==> config.mk <==
export PLATFORM = sky130hd
export DESIGN_NAME = decimal_text_to_fixed_point_top_flat
export DESIGN_NICKNAME = d
export VERILOG_FILES = /design/src/hw/rtl/dtf_pkg.sv /design/src/hw/rtl/dtf_text_if.sv /design/src/hw/rtl/dtf_result_if.sv /design/src/hw/rtl/dtf_parse.sv /design/src/hw/rtl/decimal_text_to_fixed_point_top.sv /design/src/flat_wrapper.sv
export SDC_FILE = /design/constraint.sdc
export NUM_CORES = 1
export LEC_CHECK = 0
export ABC_AREA = 1
export BUFFER_PORTS_ARGS = -buffer_cell sky130_fd_sc_hd__buf_2
export CORE_ASPECT_RATIO = 1.5
export CORE_UTILIZATION = 48
export CTS_BUF_LIST = sky130_fd_sc_hd__clkbuf_4 sky130_fd_sc_hd__clkbuf_8
export CTS_CLUSTER_SIZE = 16
export DETAILED_ROUTE_END_ITERATION = 12
export PLACE_DENSITY = 0.64
export SLEW_MARGIN = 10
export SYNTH_ARGS = -nofsm -noshare
export SYNTH_HDL_FRONTEND = slang
export SYNTH_HIERARCHICAL = 1
export SYNTH_SLANG_ARGS = --single-unit
==> constraint.sdc <==
create_clock -name clk -period 4.5 [get_ports clk]
set_input_delay 0.225 -clock clk [delete_from_list [all_inputs] [get_ports clk]]
set_output_delay 0.225 -clock clk [all_outputs]
set_load 0.02 [all_outputs]
==> src/hw/rtl/dtf_pkg.sv <==
// ----------------------------------------------------------------------------
// dtf_pkg: shared types and constants of the decimal text parser.
// Character codes, default widths and the flag group that the parser core
// hands to the top level.
// ----------------------------------------------------------------------------
package dtf_pkg;

  // Default widths of the integer and fraction parts of the result.
  localparam int INT_BITS_DEFAULT  = 23;
  localparam int FRAC_BITS_DEFAULT = 32;

  // Width of the result value; fixed by the output field.
  localparam int VALUE_BITS = 56;

  // Fraction digits after which the digit weight is zero for any
  // fraction width up to 32 bits (10^10 exceeds 2^32).
  localparam int FRAC_DIGITS_MAX = 10;

  // Character codes.
  localparam logic [7:0] CHAR_ZERO  = 8'h30;
  localparam logic [7:0] CHAR_NINE  = 8'h39;
  localparam logic [7:0] CHAR_TAB   = 8'h09;
  localparam logic [7:0] CHAR_CR    = 8'h0d;
  localparam logic [7:0] CHAR_SPACE = 8'h20;
  localparam logic [7:0] CHAR_PLUS  = 8'h2b;
  localparam logic [7:0] CHAR_MINUS = 8'h2d;
  localparam logic [7:0] CHAR_DOT   = 8'h2e;

  // Status flags of the parser core.
  typedef struct packed {
    logic negative;
    logic error_seen;
    logic overflow_seen;
  } dtf_flags_t;

endpackage

==> src/hw/rtl/dtf_text_if.sv <==
// ----------------------------------------------------------------------------
// dtf_text_if: character stream channel.
// One beat carries one text byte or the end-of-text marker.
// ----------------------------------------------------------------------------
interface dtf_text_if ();

  logic       valid;
  logic       ready;
  logic [7:0] character;
  logic       end_of_text;

  modport source (output valid, output character, output end_of_text, input ready);
  modport sink (input valid, input character, input end_of_text, output ready);

endinterface

==> src/hw/rtl/dtf_result_if.sv <==
// ----------------------------------------------------------------------------
// dtf_result_if: parsed number channel.
// One beat carries the fixed-point value and its two status flags.
// ----------------------------------------------------------------------------
interface dtf_result_if import dtf_pkg::*; ();

  logic                         valid;
  logic                         ready;
  logic signed [VALUE_BITS-1:0] value;
  logic                         syntax_error;
  logic                         overflow;

  modport source (output valid, output value, output syntax_error, output overflow,
                  input ready);
  modport sink (input valid, input value, input syntax_error, input overflow,
                output ready);

endinterface

==> src/hw/rtl/dtf_parse.sv <==
// ----------------------------------------------------------------------------
// dtf_parse: parser state and per-character update.
// Holds phase, sign, integer and fraction accumulators and the error and
// overflow flags; advances them by one character per step.
// ----------------------------------------------------------------------------
module dtf_parse import dtf_pkg::*; #(
  parameter int INT_BITS  = INT_BITS_DEFAULT,
  parameter int FRAC_BITS = FRAC_BITS_DEFAULT
) (
  input  logic                 clk,
  input  logic                 rst,
  input  logic                 step,
  input  logic                 clear,
  input  logic [7:0]           character,
  output logic [INT_BITS-1:0]  integer_part,
  output logic [FRAC_BITS-1:0] fraction_part,
  output dtf_flags_t           flags
);

  localparam int CNT_BITS = $clog2(FRAC_DIGITS_MAX + 1);

  localparam logic [1:0] PH_SPACE  = 2'd0;
  localparam logic [1:0] PH_SIGNED = 2'd1;
  localparam logic [1:0] PH_INT    = 2'd2;
  localparam logic [1:0] PH_FRAC   = 2'd3;

  localparam logic [INT_BITS+3:0] INT_LIMIT = {4'b0, {INT_BITS{1'b1}}};

  logic [1:0]          phase, phase_next;
  logic [CNT_BITS-1:0] frac_count, frac_count_next;
  logic [INT_BITS-1:0] integer_next;
  logic [FRAC_BITS-1:0] fraction_next;
  dtf_flags_t          flags_next;

  // Weight of the k-th fraction digit: floor(2^FRAC_BITS / 10^k).
  logic [FRAC_BITS-1:0] weight_tab [1:FRAC_DIGITS_MAX];

  for (genvar k = 1; k <= FRAC_DIGITS_MAX; k++) begin : g_weight
    localparam logic [63:0] POW = 64'd10 ** k;
    localparam logic [63:0] W   = (64'd1 << FRAC_BITS) / POW;
    assign weight_tab[k] = W[FRAC_BITS-1:0];
  end

  logic                  is_digit, is_space;
  logic [3:0]            digit;
  logic [INT_BITS+3:0]   int_sum;
  logic [CNT_BITS-1:0]   weight_index;
  logic [FRAC_BITS+3:0]  frac_product;

  always_comb begin
    is_digit = (character >= CHAR_ZERO) && (character <= CHAR_NINE);
    is_space = ((character >= CHAR_TAB) && (character <= CHAR_CR)) ||
               (character == CHAR_SPACE);
    digit    = is_digit ? 4'(character - CHAR_ZERO) : 4'd0;

    int_sum = {1'b0, integer_part, 3'b000} + {3'b000, integer_part, 1'b0} +
              {{INT_BITS{1'b0}}, digit};

    weight_index = (frac_count == CNT_BITS'(FRAC_DIGITS_MAX)) ?
                   frac_count : frac_count + 1'b1;
    frac_product = {4'b0, weight_tab[weight_index]} * {{FRAC_BITS{1'b0}}, digit};
  end

  always_comb begin
    phase_next      = phase;
    frac_count_next = frac_count;
    integer_next    = integer_part;
    fraction_next   = fraction_part;
    flags_next      = flags;

    if (clear) begin
      phase_next      = PH_SPACE;
      frac_count_next = '0;
      integer_next    = '0;
      fraction_next   = '0;
      flags_next      = '0;
    end else if (step && !flags.error_seen) begin
      if (is_digit && phase != PH_FRAC) begin
        phase_next = PH_INT;
        if (int_sum > INT_LIMIT) begin
          integer_next             = {INT_BITS{1'b1}};
          flags_next.overflow_seen = 1'b1;
        end else begin
          integer_next = int_sum[INT_BITS-1:0];
        end
      end else begin
        unique case (phase)
          PH_SPACE: begin
            if (character == CHAR_PLUS || character == CHAR_MINUS) begin
              flags_next.negative = (character == CHAR_MINUS);
              phase_next          = PH_SIGNED;
            end else if (!is_space) begin
              flags_next.error_seen = 1'b1;
            end
          end
          PH_SIGNED: begin
            flags_next.error_seen = 1'b1;
          end
          PH_INT: begin
            if (character == CHAR_DOT) begin
              phase_next = PH_FRAC;
            end else begin
              flags_next.error_seen = 1'b1;
            end
          end
          PH_FRAC: begin
            if (is_digit) begin
              frac_count_next = weight_index;
              fraction_next   = fraction_part + frac_product[FRAC_BITS-1:0];
            end else begin
              flags_next.error_seen = 1'b1;
            end
          end
          default: begin
            flags_next.error_seen = 1'b1;
          end
        endcase
      end
    end
  end

  always_ff @(posedge clk) begin
    if (rst) begin
      phase         <= PH_SPACE;
      frac_count    <= '0;
      integer_part  <= '0;
      fraction_part <= '0;
      flags         <= '0;
    end else begin
      phase         <= phase_next;
      frac_count    <= frac_count_next;
      integer_part  <= integer_next;
      fraction_part <= fraction_next;
      flags         <= flags_next;
    end
  end

endmodule

==> src/hw/rtl/decimal_text_to_fixed_point_top.sv <==
// ----------------------------------------------------------------------------
// decimal_text_to_fixed_point_top: decimal text to signed fixed point.
// Parses a decimal number arriving one character per beat and returns it as
// a signed value with FRAC_BITS fraction bits.
// ----------------------------------------------------------------------------
// Usage: the text channel delivers one byte per beat. Leading whitespace is
// skipped, one optional sign may follow, then integer digits, an optional dot
// and fraction digits. A beat with end_of_text set ends the number: one beat
// on the result channel carries the value, the syntax error flag and the
// overflow flag, and the parser returns to its empty state. Other beats
// produce no result.
// Throughput is one text beat per cycle; each character is folded into the
// accumulators by the parser core in the cycle it is accepted. The result of
// a terminator beat appears on the result channel in the cycle after acceptance.
// The result register acts as the output stage: while it holds a beat that is
// not taken, the text channel stalls; it accepts again in the cycle the
// receiver takes the result, so there is no bubble under back-pressure.
// Reset (synchronous, active high) empties the result register and returns
// the parser to the whitespace phase with cleared accumulators and flags.
// ----------------------------------------------------------------------------
module decimal_text_to_fixed_point_top import dtf_pkg::*; #(
  parameter int INT_BITS  = INT_BITS_DEFAULT,
  parameter int FRAC_BITS = FRAC_BITS_DEFAULT
) (
  input  logic         clk,
  input  logic         rst,
  dtf_text_if.sink     text,
  dtf_result_if.source result
);

  logic                 accept;
  logic                 step;
  logic                 clear;
  logic [INT_BITS-1:0]  integer_part;
  logic [FRAC_BITS-1:0] fraction_part;
  dtf_flags_t           flags;

  logic                         result_valid;
  logic signed [VALUE_BITS-1:0] result_value;
  logic                         result_error;
  logic                         result_overflow;

  logic [63:0] magnitude;
  logic [63:0] signed_value;

  // A new beat is taken whenever the result register is empty or is being
  // drained in this cycle.
  assign text.ready = !result_valid || result.ready;
  assign accept     = text.valid && text.ready;
  assign step       = accept && !text.end_of_text;
  assign clear      = accept && text.end_of_text;

  dtf_parse #(
    .INT_BITS  (INT_BITS),
    .FRAC_BITS (FRAC_BITS)
  ) u_parse (
    .clk           (clk),
    .rst           (rst),
    .step          (step),
    .clear         (clear),
    .character     (text.character),
    .integer_part  (integer_part),
    .fraction_part (fraction_part),
    .flags         (flags)
  );

  // The magnitude joins the integer and fraction parts; the sign is applied
  // by a two's complement negate, and an error forces the value to zero.
  always_comb begin
    magnitude    = 64'({integer_part, fraction_part});
    signed_value = flags.negative ? (64'd0 - magnitude) : magnitude;
    if (flags.error_seen) begin
      signed_value = '0;
    end
  end

  always_ff @(posedge clk) begin
    if (rst) begin
      result_valid <= 1'b0;
    end else if (clear) begin
      result_valid <= 1'b1;
    end else if (result.ready) begin
      result_valid <= 1'b0;
    end
  end

  // Payload is loaded with the state as it stands before the terminator
  // clears the parser.
  always_ff @(posedge clk) begin
    if (clear) begin
      result_value    <= signed_value[VALUE_BITS-1:0];
      result_error    <= flags.error_seen;
      result_overflow <= flags.overflow_seen;
    end
  end

  assign result.valid        = result_valid;
  assign result.value        = result_value;
  assign result.syntax_error = result_error;
  assign result.overflow     = result_overflow;

endmodule

==> src/flat_wrapper.sv <==
// flat-port wrapper written by rule: the top's interface ports become plain ports
module decimal_text_to_fixed_point_top_flat import dtf_pkg::*;
#(
  parameter int INT_BITS  = INT_BITS_DEFAULT,
  parameter int FRAC_BITS = FRAC_BITS_DEFAULT
)
  (clk, rst, text_valid, text_character, text_end_of_text, text_ready, result_valid, result_value, result_syntax_error, result_overflow, result_ready);
  dtf_text_if text_i ();
  dtf_result_if result_i ();
  input  logic clk;
  input  logic rst;
  input wire logic [$bits(text_i.valid)-1:0] text_valid;
  input wire logic [$bits(text_i.character)-1:0] text_character;
  input wire logic [$bits(text_i.end_of_text)-1:0] text_end_of_text;
  output wire logic [$bits(text_i.ready)-1:0] text_ready;
  output wire logic [$bits(result_i.valid)-1:0] result_valid;
  output wire logic [$bits(result_i.value)-1:0] result_value;
  output wire logic [$bits(result_i.syntax_error)-1:0] result_syntax_error;
  output wire logic [$bits(result_i.overflow)-1:0] result_overflow;
  input wire logic [$bits(result_i.ready)-1:0] result_ready;
  assign text_i.valid = text_valid;
  assign text_i.character = text_character;
  assign text_i.end_of_text = text_end_of_text;
  assign text_ready = text_i.ready;
  assign result_valid = result_i.valid;
  assign result_value = result_i.value;
  assign result_syntax_error = result_i.syntax_error;
  assign result_overflow = result_i.overflow;
  assign result_i.ready = result_ready;
  decimal_text_to_fixed_point_top #(.INT_BITS(INT_BITS), .FRAC_BITS(FRAC_BITS)) u_core (.clk(clk), .rst(rst), .text(text_i), .result(result_i));
endmodule
==> impl_metrics.env, run 1 <==
export IMPL_die_h_um=206
export IMPL_ys_seq_area_share_pct=22.9
export IMPL_drc=0
export IMPL_max_freq_mhz=204
export IMPL_slew_viol_final=0
export IMPL_skew_ns=0.0225
export IMPL_use_met2_pct=62.5
export IMPL_cts_buffer_depth=2
export IMPL_fin_setup_tns_ns=-8.39
export IMPL_start_util_pct=48.8
export IMPL_grt_ovfl_total=0
export IMPL_die_width_um=138
export IMPL_cts_sinks=123
export IMPL_multi_input_area_sq_um=9790
export IMPL_setup_viol=28
export IMPL_finalWorstSetupSlack_ns=-0.413
export IMPL_stdcell_area_sq_um=17100
export IMPL_use_met1_pct=34.9
export IMPL_holdCritPathClass="primary input to register"
export IMPL_hold_violations=0
export IMPL_period_minus_slack_ns=4.91
export IMPL_ys_flop_type="dfxtp_1"
export IMPL_diodes=0
export IMPL_routabilityCongestion=0.959
export IMPL_port_buffers=72
export IMPL_arrival_ns=5.35
export IMPL_rsz0062_at_grt="yes"
export IMPL_syn_area_per_cell_sq_um=6.65
export IMPL_ant_nets=0
export IMPL_fill_cells=2551
export IMPL_path_max_fanout=5
export IMPL_grt_pass1_wl_mm=71.8
export IMPL_violations="negative setup slack"
export IMPL_whs_path_depth=4
export IMPL_clk_pin_slew_worst_paths_ns=0.10
export IMPL_clockRootBuffer="clkbuf_8"
export IMPL_cp_end_kind="register"
export IMPL_vias_per_cell=5.33
export IMPL_routedWlPerCell_um=17.6
export IMPL_ff_latch_area_sq_um=3050
export IMPL_synth_seq_cells=123
export IMPL_cp_required_ns=4.94
export IMPL_core_sq_um=27200
export IMPL_final_cell_mix="nand2_1, inv_1, nor2_1"
export IMPL_start_kind="register"
export IMPL_route_vias_total=13900
export IMPL_relSlewSlack_pct=46.5
export IMPL_max_cap_violations=0
export IMPL_place_hpwl_mm=36.6
export IMPL_clk_latency_ns=0.49
export IMPL_grt_usage_pct=33.9
export IMPL_tightest_slew_ns=0.803
export IMPL_status="finished with violations"
export IMPL_htreeDepth=4
export IMPL_hold_ws_ns=0.0761
export IMPL_drt_pass1_iterations=5
export IMPL_grt_pass1_vias=14000
export IMPL_finalCritPeriodShare_pct=109
export IMPL_layout_commonest_cell="nand2_1"
export IMPL_final_util_pct=62.9
export IMPL_antenna_found_initial=0
export IMPL_powerDensity_nw_per_um2=152
export IMPL_async_flop_share_pct=0
export IMPL_critPathKind="register to register"
export IMPL_holdPathEnd="u_core/u_parse/flags[1]"
export IMPL_hold_path_startpoint="text_end_of_text"
export IMPL_synth_area_sq_um=13300
export IMPL_synthDistinctLibCells=46
export IMPL_timing_rr_end="u_core/u_parse/fraction_part[10]"
export IMPL_cts_tree="done"
export IMPL_routed_wl_mm=46.0
export IMPL_r2r_start="u_core/u_parse/frac_count[0]"
export IMPL_placed_area_sq_um=15400
export IMPL_rows=74
export IMPL_ff2ff_path_depth=25
export IMPL_yosys_warnings=6
export IMPL_rrSetupSlack_ns=-0.41
export IMPL_ioPinCount=73
export IMPL_power_leakage_nw=8.96
export IMPL_die_area_sq_um=28300
export IMPL_globalRouteMet3Util_pct=4.11
export IMPL_layout_cells_non_filler=2615
export IMPL_nets=2446
export IMPL_drtIter0Drc=805
export IMPL_ir_drop_mv=0.276
export IMPL_drive_above_1_share_pct=25.0
export IMPL_synth_nets=2182
export IMPL_top_usage_layer="met2"
export IMPL_netlist_instances=1996
export IMPL_numCtsBuffers=17
export IMPL_synth_edf_count=58
export IMPL_area_growth_synth_to_final_pct=29.0
export IMPL_dp_cells=2547
export IMPL_grt_max_degree=60
==> power by group <==
part / internal [mW] / switching [mW]
logic: 0.0804 / 0.151
clock network: 0.632 / 0.537
registers: 1.19 / 0.0111
==> cells in the mapped netlist, types with 2 or more instances <==
master | number | area [sq um]
or2_2 | 7 | 43.8
or2_1 | 2 | 12.5
nor2_4 | 7 | 78.8
edfxtp_1 | 58 | 1740
o21ai_2 | 13 | 114
a21o_1 | 2 | 15.0
inv_1 | 379 | 1420
xor2_1 | 9 | 78.8
a21oi_1 | 124 | 621
ha_1 | 96 | 1200
xnor2_1 | 18 | 158
o21bai_1 | 9 | 67.6
dfxtp_1 | 65 | 1300
nor3_1 | 27 | 135
inv_2 | 5 | 18.8
fa_1 | 77 | 1540
nand3b_1 | 12 | 90.1
and2_1 | 2 | 12.5
nand3_2 | 2 | 20.0
nor2_1 | 351 | 1320
nand2_2 | 10 | 62.6
o211ai_1 | 6 | 45.0
nor2_2 | 6 | 37.5
o21a_1 | 8 | 60.1
nand3_1 | 96 | 480
nor4_1 | 2 | 12.5
a21oi_2 | 4 | 35.0
nand4_1 | 27 | 169
clkbuf_1 | 17 | 63.8
nand2_1 | 427 | 1600
buf_2 | 11 | 55.1
o21ai_0 | 88 | 440
o21ai_1 | 9 | 45.0
a31oi_1 | 6 | 37.5
buf_4 | 3 | 22.5
==> registers in the layout, indices dropped and copies added (netlist names) <==
signal,flops
u_core/result.value,56
u_core/u_parse/fraction_part,32
u_core/u_parse/integer_part,23
u_core/u_parse/frac_count,4
u_core/u_parse/flags,3
u_core/u_parse/phase,2
u_core/result.overflow,1
u_core/result.syntax_error,1
u_core/result.valid,1
==> critical path: stages, from the launching register on <==
cell and delay (ns):
dfxtp_4 0.37, inv_4 0.04, ha_4 0.14, nand2_2 0.08, inv_4 0.05, nor3_4 0.23
a21oi_4 0.09, buf_6 0.14, nor2_4 0.09, inv_2 0.07, o21ai_4 0.18, a21oi_4 0.09
or2_1 0.23, fa_1 0.50, fa_1 0.52, fa_1 0.54, inv_2 0.05, ha_4 0.27
a21oi_4 0.16, o21ai_4 0.11, a21oi_4 0.20, o21bai_2 0.12, or2_2 0.29, nand3_1 0.10
o211ai_1 0.10, inv_1 0.07
==> per-layer routing <==
metal  vias to the layer above  wire (um)
met1                      6548      16900
met4                         0       3530
met3                       163       1490
met2                       404      24100
li1                       6826          -
met5                         -          0
==> repair_timing <==
| item | CTS | global route |
|---|---|---|
| setup buffers | 21 | 15 |
| endpoints found under the setup margin | 28 | 28 |
| hold buffers | 1 | 0 |
| hold endpoints to repair | 1 | 0 |
| pin swaps | 49 | 66 |
| resized for setup | 149 | 104 |
==> layout make-up <==
class | count | area share [%]
clock buffers | 18 | 1.45
clock inverters | 14 | 1.21
inverters | 385 | 8.55
multi-input cells | 1454 | 57.2
flip-flops and latches | 123 | 17.8
well taps | 342 | 2.50
repair buffers | 279 | 11.3
==> worst max-delay path by stage <==
| stage | from | endpoint |
|---|---|---|
| after floorplan | u_core/u_parse/frac_count[0] | u_core/u_parse/fraction_part[28] |
| after global placement | u_core/u_parse/frac_count[0] | u_core/u_parse/fraction_part[10] |
| after detailed placement | u_core/u_parse/frac_count[0] | u_core/u_parse/fraction_part[10] |
| after CTS | u_core/u_parse/frac_count[0] | u_core/u_parse/fraction_part[24] |
| after global routing | u_core/u_parse/frac_count[0] | u_core/u_parse/fraction_part[27] |
| final | u_core/u_parse/frac_count[0] | u_core/u_parse/fraction_part[10] |
==> through the flow <==
stage                     setup slack (ns)  power, mW
after floorplan                    -0.0291       1.36
after CTS                           -0.277       2.62
after global placement              -0.672       1.43
final                               -0.413       2.60
after global routing                -0.593       2.69
after detailed placement            -0.688       1.44
==> cells by family after synthesis <==
group                    count (synthesis)  share of synthesized area [%]
AO/OA/AOI/OAI                          271                           11.3
buffers and inverters                  419                           12.2
AND/OR/NAND/NOR                        982                           31.1
adder cells (fa/ha/maj)                173                           20.7
flip-flops                             123                           22.9
XOR/XNOR                                28                           1.90
No activity file was read; power rests on OpenSTA's default activity.
==> run 2, diff against run 1 <==
- PLACE_DENSITY: 0.64 -> 0.66
- REMOVE_ABC_BUFFERS: not set -> 1
==> run 2 against run 1 <==
  * The run still ends with negative setup slack left
  * Maximum frequency increased by 2.0%
  * Die area did not move
  * Combinational power rose by 5%
  * Cell count increased by 1.6%
  * Global-route usage up 0.62 points
  * Register-to-register slack better by 0.09 ns
  * Utilization increased by 2.5 points
  * Largest power group unchanged
==> impl_metrics.env, run 2 (same netlist as run 1, synthesis figures left out) <==
export IMPL_core_sq_um=27200
export IMPL_route_vias_total=14200
export IMPL_die_width_um=138
export IMPL_max_freq_mhz=208
export IMPL_cp_common_cell="inv_2"
export IMPL_place_hpwl_mm=36.5
export IMPL_clockRootBuffer="clkbuf_8"
export IMPL_finalWorstSetupSlack_ns=-0.318
export IMPL_drtIter0Drc=754
export IMPL_htreeDepth=4
export IMPL_drive_above_1_share_pct=28.8
export IMPL_powerDensity_nw_per_um2=139
export IMPL_area_growth_synth_to_final_pct=34.2
export IMPL_final_cell_mix="nand2_1, inv_1, nor2_1"
export IMPL_period_minus_slack_ns=4.82
export IMPL_rows=74
export IMPL_violations="negative setup slack"
export IMPL_layout_commonest_cell="nand2_1"
export IMPL_setup_viol=26
export IMPL_routabilityCongestion=0.996
export IMPL_finalCritPeriodShare_pct=107
export IMPL_diodes=0
export IMPL_port_buffers=72
export IMPL_ioPinCount=73
export IMPL_slowest_stage="fa_1"
export IMPL_ant_nets=0
export IMPL_place_ws_ns=-1.00
export IMPL_largest_register_ffs=56
export IMPL_path_max_fanout=4
export IMPL_rsz0062_at_grt="yes"
export IMPL_antenna_found_initial=0
export IMPL_start_kind="register"
export IMPL_die_h_um=206
export IMPL_cpPeakStageDelay_ns=0.59
export IMPL_clk_latency_ns=0.50
export IMPL_crit_buf_inv=8
export IMPL_holdCritPathClass="primary input to register"
export IMPL_max_cap_violations=0
export IMPL_clk_pin_slew_worst_paths_ns=0.08
export IMPL_cts_tree="done"
export IMPL_die_area_sq_um=28300
export IMPL_final_util_pct=65.5
export IMPL_start_util_pct=48.8
export IMPL_vias_per_cell=5.35
export IMPL_routedWlPerCell_um=17.5
export IMPL_power_leakage_nw=9.31
export IMPL_cts_sinks=123
export IMPL_critPathKind="register to register"
export IMPL_slew_viol_final=0
export IMPL_status="finished with violations"
export IMPL_cts_buffer_depth=2
export IMPL_nets=2489
export IMPL_cp_end_kind="register"
export IMPL_relSlewSlack_pct=46.7
export IMPL_hold_violations=0
export IMPL_ir_drop_mv=0.237
export IMPL_routed_wl_mm=46.6
export IMPL_drc=0
export IMPL_fin_setup_tns_ns=-5.43
export IMPL_critical_path_top_delay_family="adder cells"
export IMPL_numCtsBuffers=17
export IMPL_grt_max_degree=60
export IMPL_cp_required_ns=4.95
export IMPL_skew_ns=0.0142
export IMPL_grt_ovfl_total=0
export IMPL_grt_pass1_wl_mm=73.1
export IMPL_arrival_ns=5.27
export IMPL_tightest_slew_ns=0.800
export IMPL_grt_usage_pct=34.5
export IMPL_drt_pass1_iterations=6
export IMPL_grt_pass1_vias=14500
## run 2: cell types whose count changed in the layout (fill, tap and decap cells not counted), sizes merged
cell / previous run / this run
buf: 278 / 321
clkinv: 7 / 4
clkinvlp: 0 / 3
inv: 388 / 390
bufinv: 4 / 2
## run 2: path summary, 6_finish.rpt
check	from	end	slack, ns	cells after the start
max	u_core/u_parse/frac_count[0]	u_core/u_parse/fraction_part[20]	-0.32	27
min	result_ready	u_core/result.valid	0.06	4
max reg2reg	u_core/u_parse/frac_count[0]	u_core/u_parse/fraction_part[20]	-0.32	27
min reg2reg	u_core/u_parse/flags[0]	u_core/result.overflow	0.44	0
## run 2: timing repair
action / in CTS / in global routing
pin swaps: 111 / 85
hold buffers: 1 / 0
hold endpoints to repair: 1 / 0
endpoints found under the setup margin: 28 / 28
resized for setup: 301 / 95
buffers inserted: 34 / 15
## run 2: final cells by class
class / instances / area (sq um)
multi-input cells: 1454 / 10100
fillers: 2499 / 9400
flip-flops and latches: 123 / 3050
repair buffers: 322 / 2360
inverters: 385 / 1450
well taps: 342 / 428
clock buffers: 18 / 248
clock inverters: 14 / 160
## run 2: per-stage QoR
| stage | std cells | instance area (sq um) | hold WS [ns] | power, mW |
|---|---|---|---|---|
| after floorplan | 1962 | 13100 | 0.385 | 1.35 |
| after global placement | 2585 | 15500 | 0.419 | 1.43 |
| after detailed placement | 2585 | 15500 | 0.425 | 1.44 |
| after CTS | 2647 | 17300 | 0.0248 | 2.50 |
| after global routing | 2658 | 17800 | 0.0351 | 2.58 |
| final | 2658 | 17800 | 0.0556 | 2.48 |
## run 2: worst register-to-register path, stage by stage (launching register included)
cell,delay (ns)
dfxtp_2,0.34
inv_2,0.07
ha_4,0.13
nand2_4,0.05
inv_4,0.08
nor3_4,0.05
a21oi_4,0.18
inv_2,0.06
nor2_2,0.09
inv_2,0.09
buf_6,0.13
nor2_4,0.12
a21oi_2,0.06
or2_1,0.24
fa_1,0.59
fa_2,0.44
fa_1,0.54
inv_2,0.05
ha_4,0.32
nand2_4,0.08
o21ai_4,0.23
buf_6,0.16
nand4_1,0.22
nand3_2,0.17
a21oi_1,0.07
o21ai_1,0.10
nand2_1,0.06
inv_1,0.04
## run 2: routing by layer
| layer | global-route usage (%) | vias up | part of all wire, % |
|---|---|---|---|
| li1 | - | 6897 | - |
| met1 | 33.9 | 6633 | 35 |
| met2 | 63.8 | 495 | 53 |
| met3 | 6.13 | 190 | 4.5 |
| met4 | 24.8 | 0 | 8.0 |
| met5 | 0 | - | 0 |
## run 2: where the power goes
part           internal, mW  switching [mW]  leakage (nW)  total, mW
Clock                 0.518           0.526         0.199       1.04
Sequential             1.19          0.0112          1.10       1.20
Combinational        0.0860           0.156          8.01      0.242
==> run 3, diff against run 2 <==
- SKIP_LAST_GASP: not set -> 1
==> run 3 against run 2 <==
  * The flow still finishes with violations (negative setup slack)
  * Combinational power hardly changed
  * Worst hold slack is essentially flat
  * Cell area fell by 0.74%
  * Largest cell class unchanged
==> impl_metrics.env, run 3 (same netlist as run 1, synthesis figures left out) <==
export IMPL_cts_buffer_depth=2
export IMPL_route_vias_total=14100
export IMPL_die_width_um=138
export IMPL_holdCritPathClass="primary input to register"
export IMPL_timing_rr_end="u_core/u_parse/fraction_part[24]"
export IMPL_rows=74
export IMPL_ir_drop_mv=0.234
export IMPL_status="finished with violations"
export IMPL_port_buffers=72
export IMPL_clk_pin_slew_worst_paths_ns=0.08
export IMPL_drc=0
export IMPL_grt_pass1_vias=14500
export IMPL_cts_tree="done"
export IMPL_whs_path_depth=4
export IMPL_p_comb_share_pct=9.7
export IMPL_routedWlPerCell_um=17.4
export IMPL_vias_per_cell=5.31
export IMPL_antenna_found_initial=0
export IMPL_tightest_slew_ns=0.806
export IMPL_r2r_start="u_core/u_parse/frac_count[0]"
export IMPL_skew_ns=0.0146
export IMPL_cts_sinks=123
export IMPL_grt_pass1_wl_mm=73.1
export IMPL_die_area_sq_um=28300
export IMPL_relSlewSlack_pct=46.3
export IMPL_crit_buf_inv=7
export IMPL_max_cap_violations=0
export IMPL_ant_nets=0
export IMPL_switchingPower_mw=0.694
export IMPL_cp_common_cell="inv_2"
export IMPL_hold_violations=0
export IMPL_routabilityCongestion=0.996
export IMPL_place_hpwl_mm=36.5
export IMPL_setup_viol=26
export IMPL_cp_required_ns=4.90
export IMPL_period_minus_slack_ns=4.79
export IMPL_max_freq_mhz=209
export IMPL_p_sw_share_pct=28.0
export IMPL_finalWorstSetupSlack_ns=-0.290
export IMPL_routed_wl_mm=46.2
export IMPL_p_seq_share_pct=48.2
export IMPL_largest_register_ffs=56
export IMPL_final_util_pct=65.0
export IMPL_layout_cells_non_filler=2653
export IMPL_ff2ff_path_depth=27
export IMPL_drt_pass1_iterations=5
export IMPL_clk_latency_ns=0.50
export IMPL_clockRootBuffer="clkbuf_8"
export IMPL_die_h_um=206
export IMPL_violations="negative setup slack"
export IMPL_area_growth_synth_to_final_pct=33.2
export IMPL_cp_end_kind="register"
export IMPL_place_ws_ns=-1.00
export IMPL_drive_above_1_share_pct=28.2
export IMPL_fin_setup_tns_ns=-4.95
export IMPL_rrSetupSlack_ns=-0.29
export IMPL_path_max_fanout=4
export IMPL_layout_commonest_cell="nand2_1"
export IMPL_hold_path_startpoint="result_ready"
export IMPL_powerDensity_nw_per_um2=140
export IMPL_critPathKind="register to register"
export IMPL_multi_input_area_sq_um=10000
export IMPL_slew_viol_final=0
export IMPL_final_cell_mix="nand2_1, inv_1, nor2_1"
export IMPL_cpPeakStageDelay_ns=0.59
export IMPL_power_leakage_nw=9.26
export IMPL_grt_max_degree=60
export IMPL_grt_ovfl_total=0
export IMPL_start_util_pct=48.8
export IMPL_finalCritPeriodShare_pct=106
export IMPL_fill_cells=2523
export IMPL_dp_cells=2585
export IMPL_nets=2484
export IMPL_drtIter0Drc=781
export IMPL_p_int_mw=1.79
export IMPL_htreeDepth=4
export IMPL_start_kind="register"
export IMPL_ioPinCount=73
export IMPL_critical_path_top_delay_family="adder cells"
export IMPL_grt_usage_pct=34.6
export IMPL_pwr_share_clk_pct=42.1
export IMPL_ff_latch_area_sq_um=3050
export IMPL_arrival_ns=5.19
export IMPL_numCtsBuffers=17
export IMPL_holdPathEnd="u_core/result.valid"
export IMPL_core_sq_um=27200
export IMPL_slowest_stage="fa_1"
export IMPL_rsz0062_at_grt="yes"
export IMPL_diodes=0
## run 3: cell type report
type / instances / share of cell area, %
clock buffer: 18 / 1.40
sequential: 123 / 17.2
clock inverter: 14 / 0.905
timing repair buffer: 317 / 13.0
tap: 342 / 2.42
inverter: 385 / 8.23
multi-input combinational: 1454 / 56.8
## run 3: worst min-delay path, cell delays in order
cell and delay [ns]:
buf_2 0.07, nor2_1 0.04, o21bai_1 0.13, inv_1 0.04
## run 3: worst max path at each step
stage                                             from                                to  slack [ns]  cells past startpoint
final                     u_core/u_parse/frac_count[0]  u_core/u_parse/fraction_part[24]       -0.29                     27
after floorplan                    u_core/result.valid   u_core/u_parse/integer_part[18]       -0.71                     10
after global placement               text_character[6]  u_core/u_parse/fraction_part[22]       -0.96                     26
after CTS                 u_core/u_parse/frac_count[0]  u_core/u_parse/fraction_part[23]       -0.29                     25
after global routing      u_core/u_parse/frac_count[0]  u_core/u_parse/fraction_part[29]       -0.54                     28
after detailed placement             text_character[6]  u_core/u_parse/fraction_part[22]        -1.0                     26
## run 3: metrics by stage
step / power [mW] / instance area [sq um] / hold WS, ns
6_report: 2.48 / 17700 / 0.0557
5_1_grt: 2.57 / 17700 / 0.0351
4_1_cts: 2.50 / 17300 / 0.0248
3_5_place_dp: 1.44 / 15500 / 0.425
3_3_place_gp: 1.43 / 15500 / 0.419
2_1_floorplan: 1.35 / 13100 / 0.385
## run 3: power groups by stage
stage | logic (mW) | clock network [mW] | registers, mW
after CTS | 0.233 | 1.07 | 1.20
after floorplan | 0.103 | 0 | 1.24
after detailed placement | 0.213 | 0 | 1.22
final | 0.241 | 1.04 | 1.20
after global routing | 0.264 | 1.11 | 1.20
after global placement | 0.209 | 0 | 1.22
## run 3: repair_timing
| action | CTS | global route |
|---|---|---|
| gates resized for setup | 292 | 87 |
| endpoints found under the hold margin | 1 | 0 |
| pin swaps | 109 | 81 |
| setup endpoints to repair | 28 | 28 |
| hold buffers | 1 | 0 |
| buffers inserted | 34 | 9 |
## run 3: routing by layer
layer  vias up  GRT usage (%)  share of wire, %
li1       6893              -                 -
met2       411           63.5                53
met3       173           6.13               4.0
met4         0           25.7               8.0
met5         -              0                 0
met1      6613           33.9                35
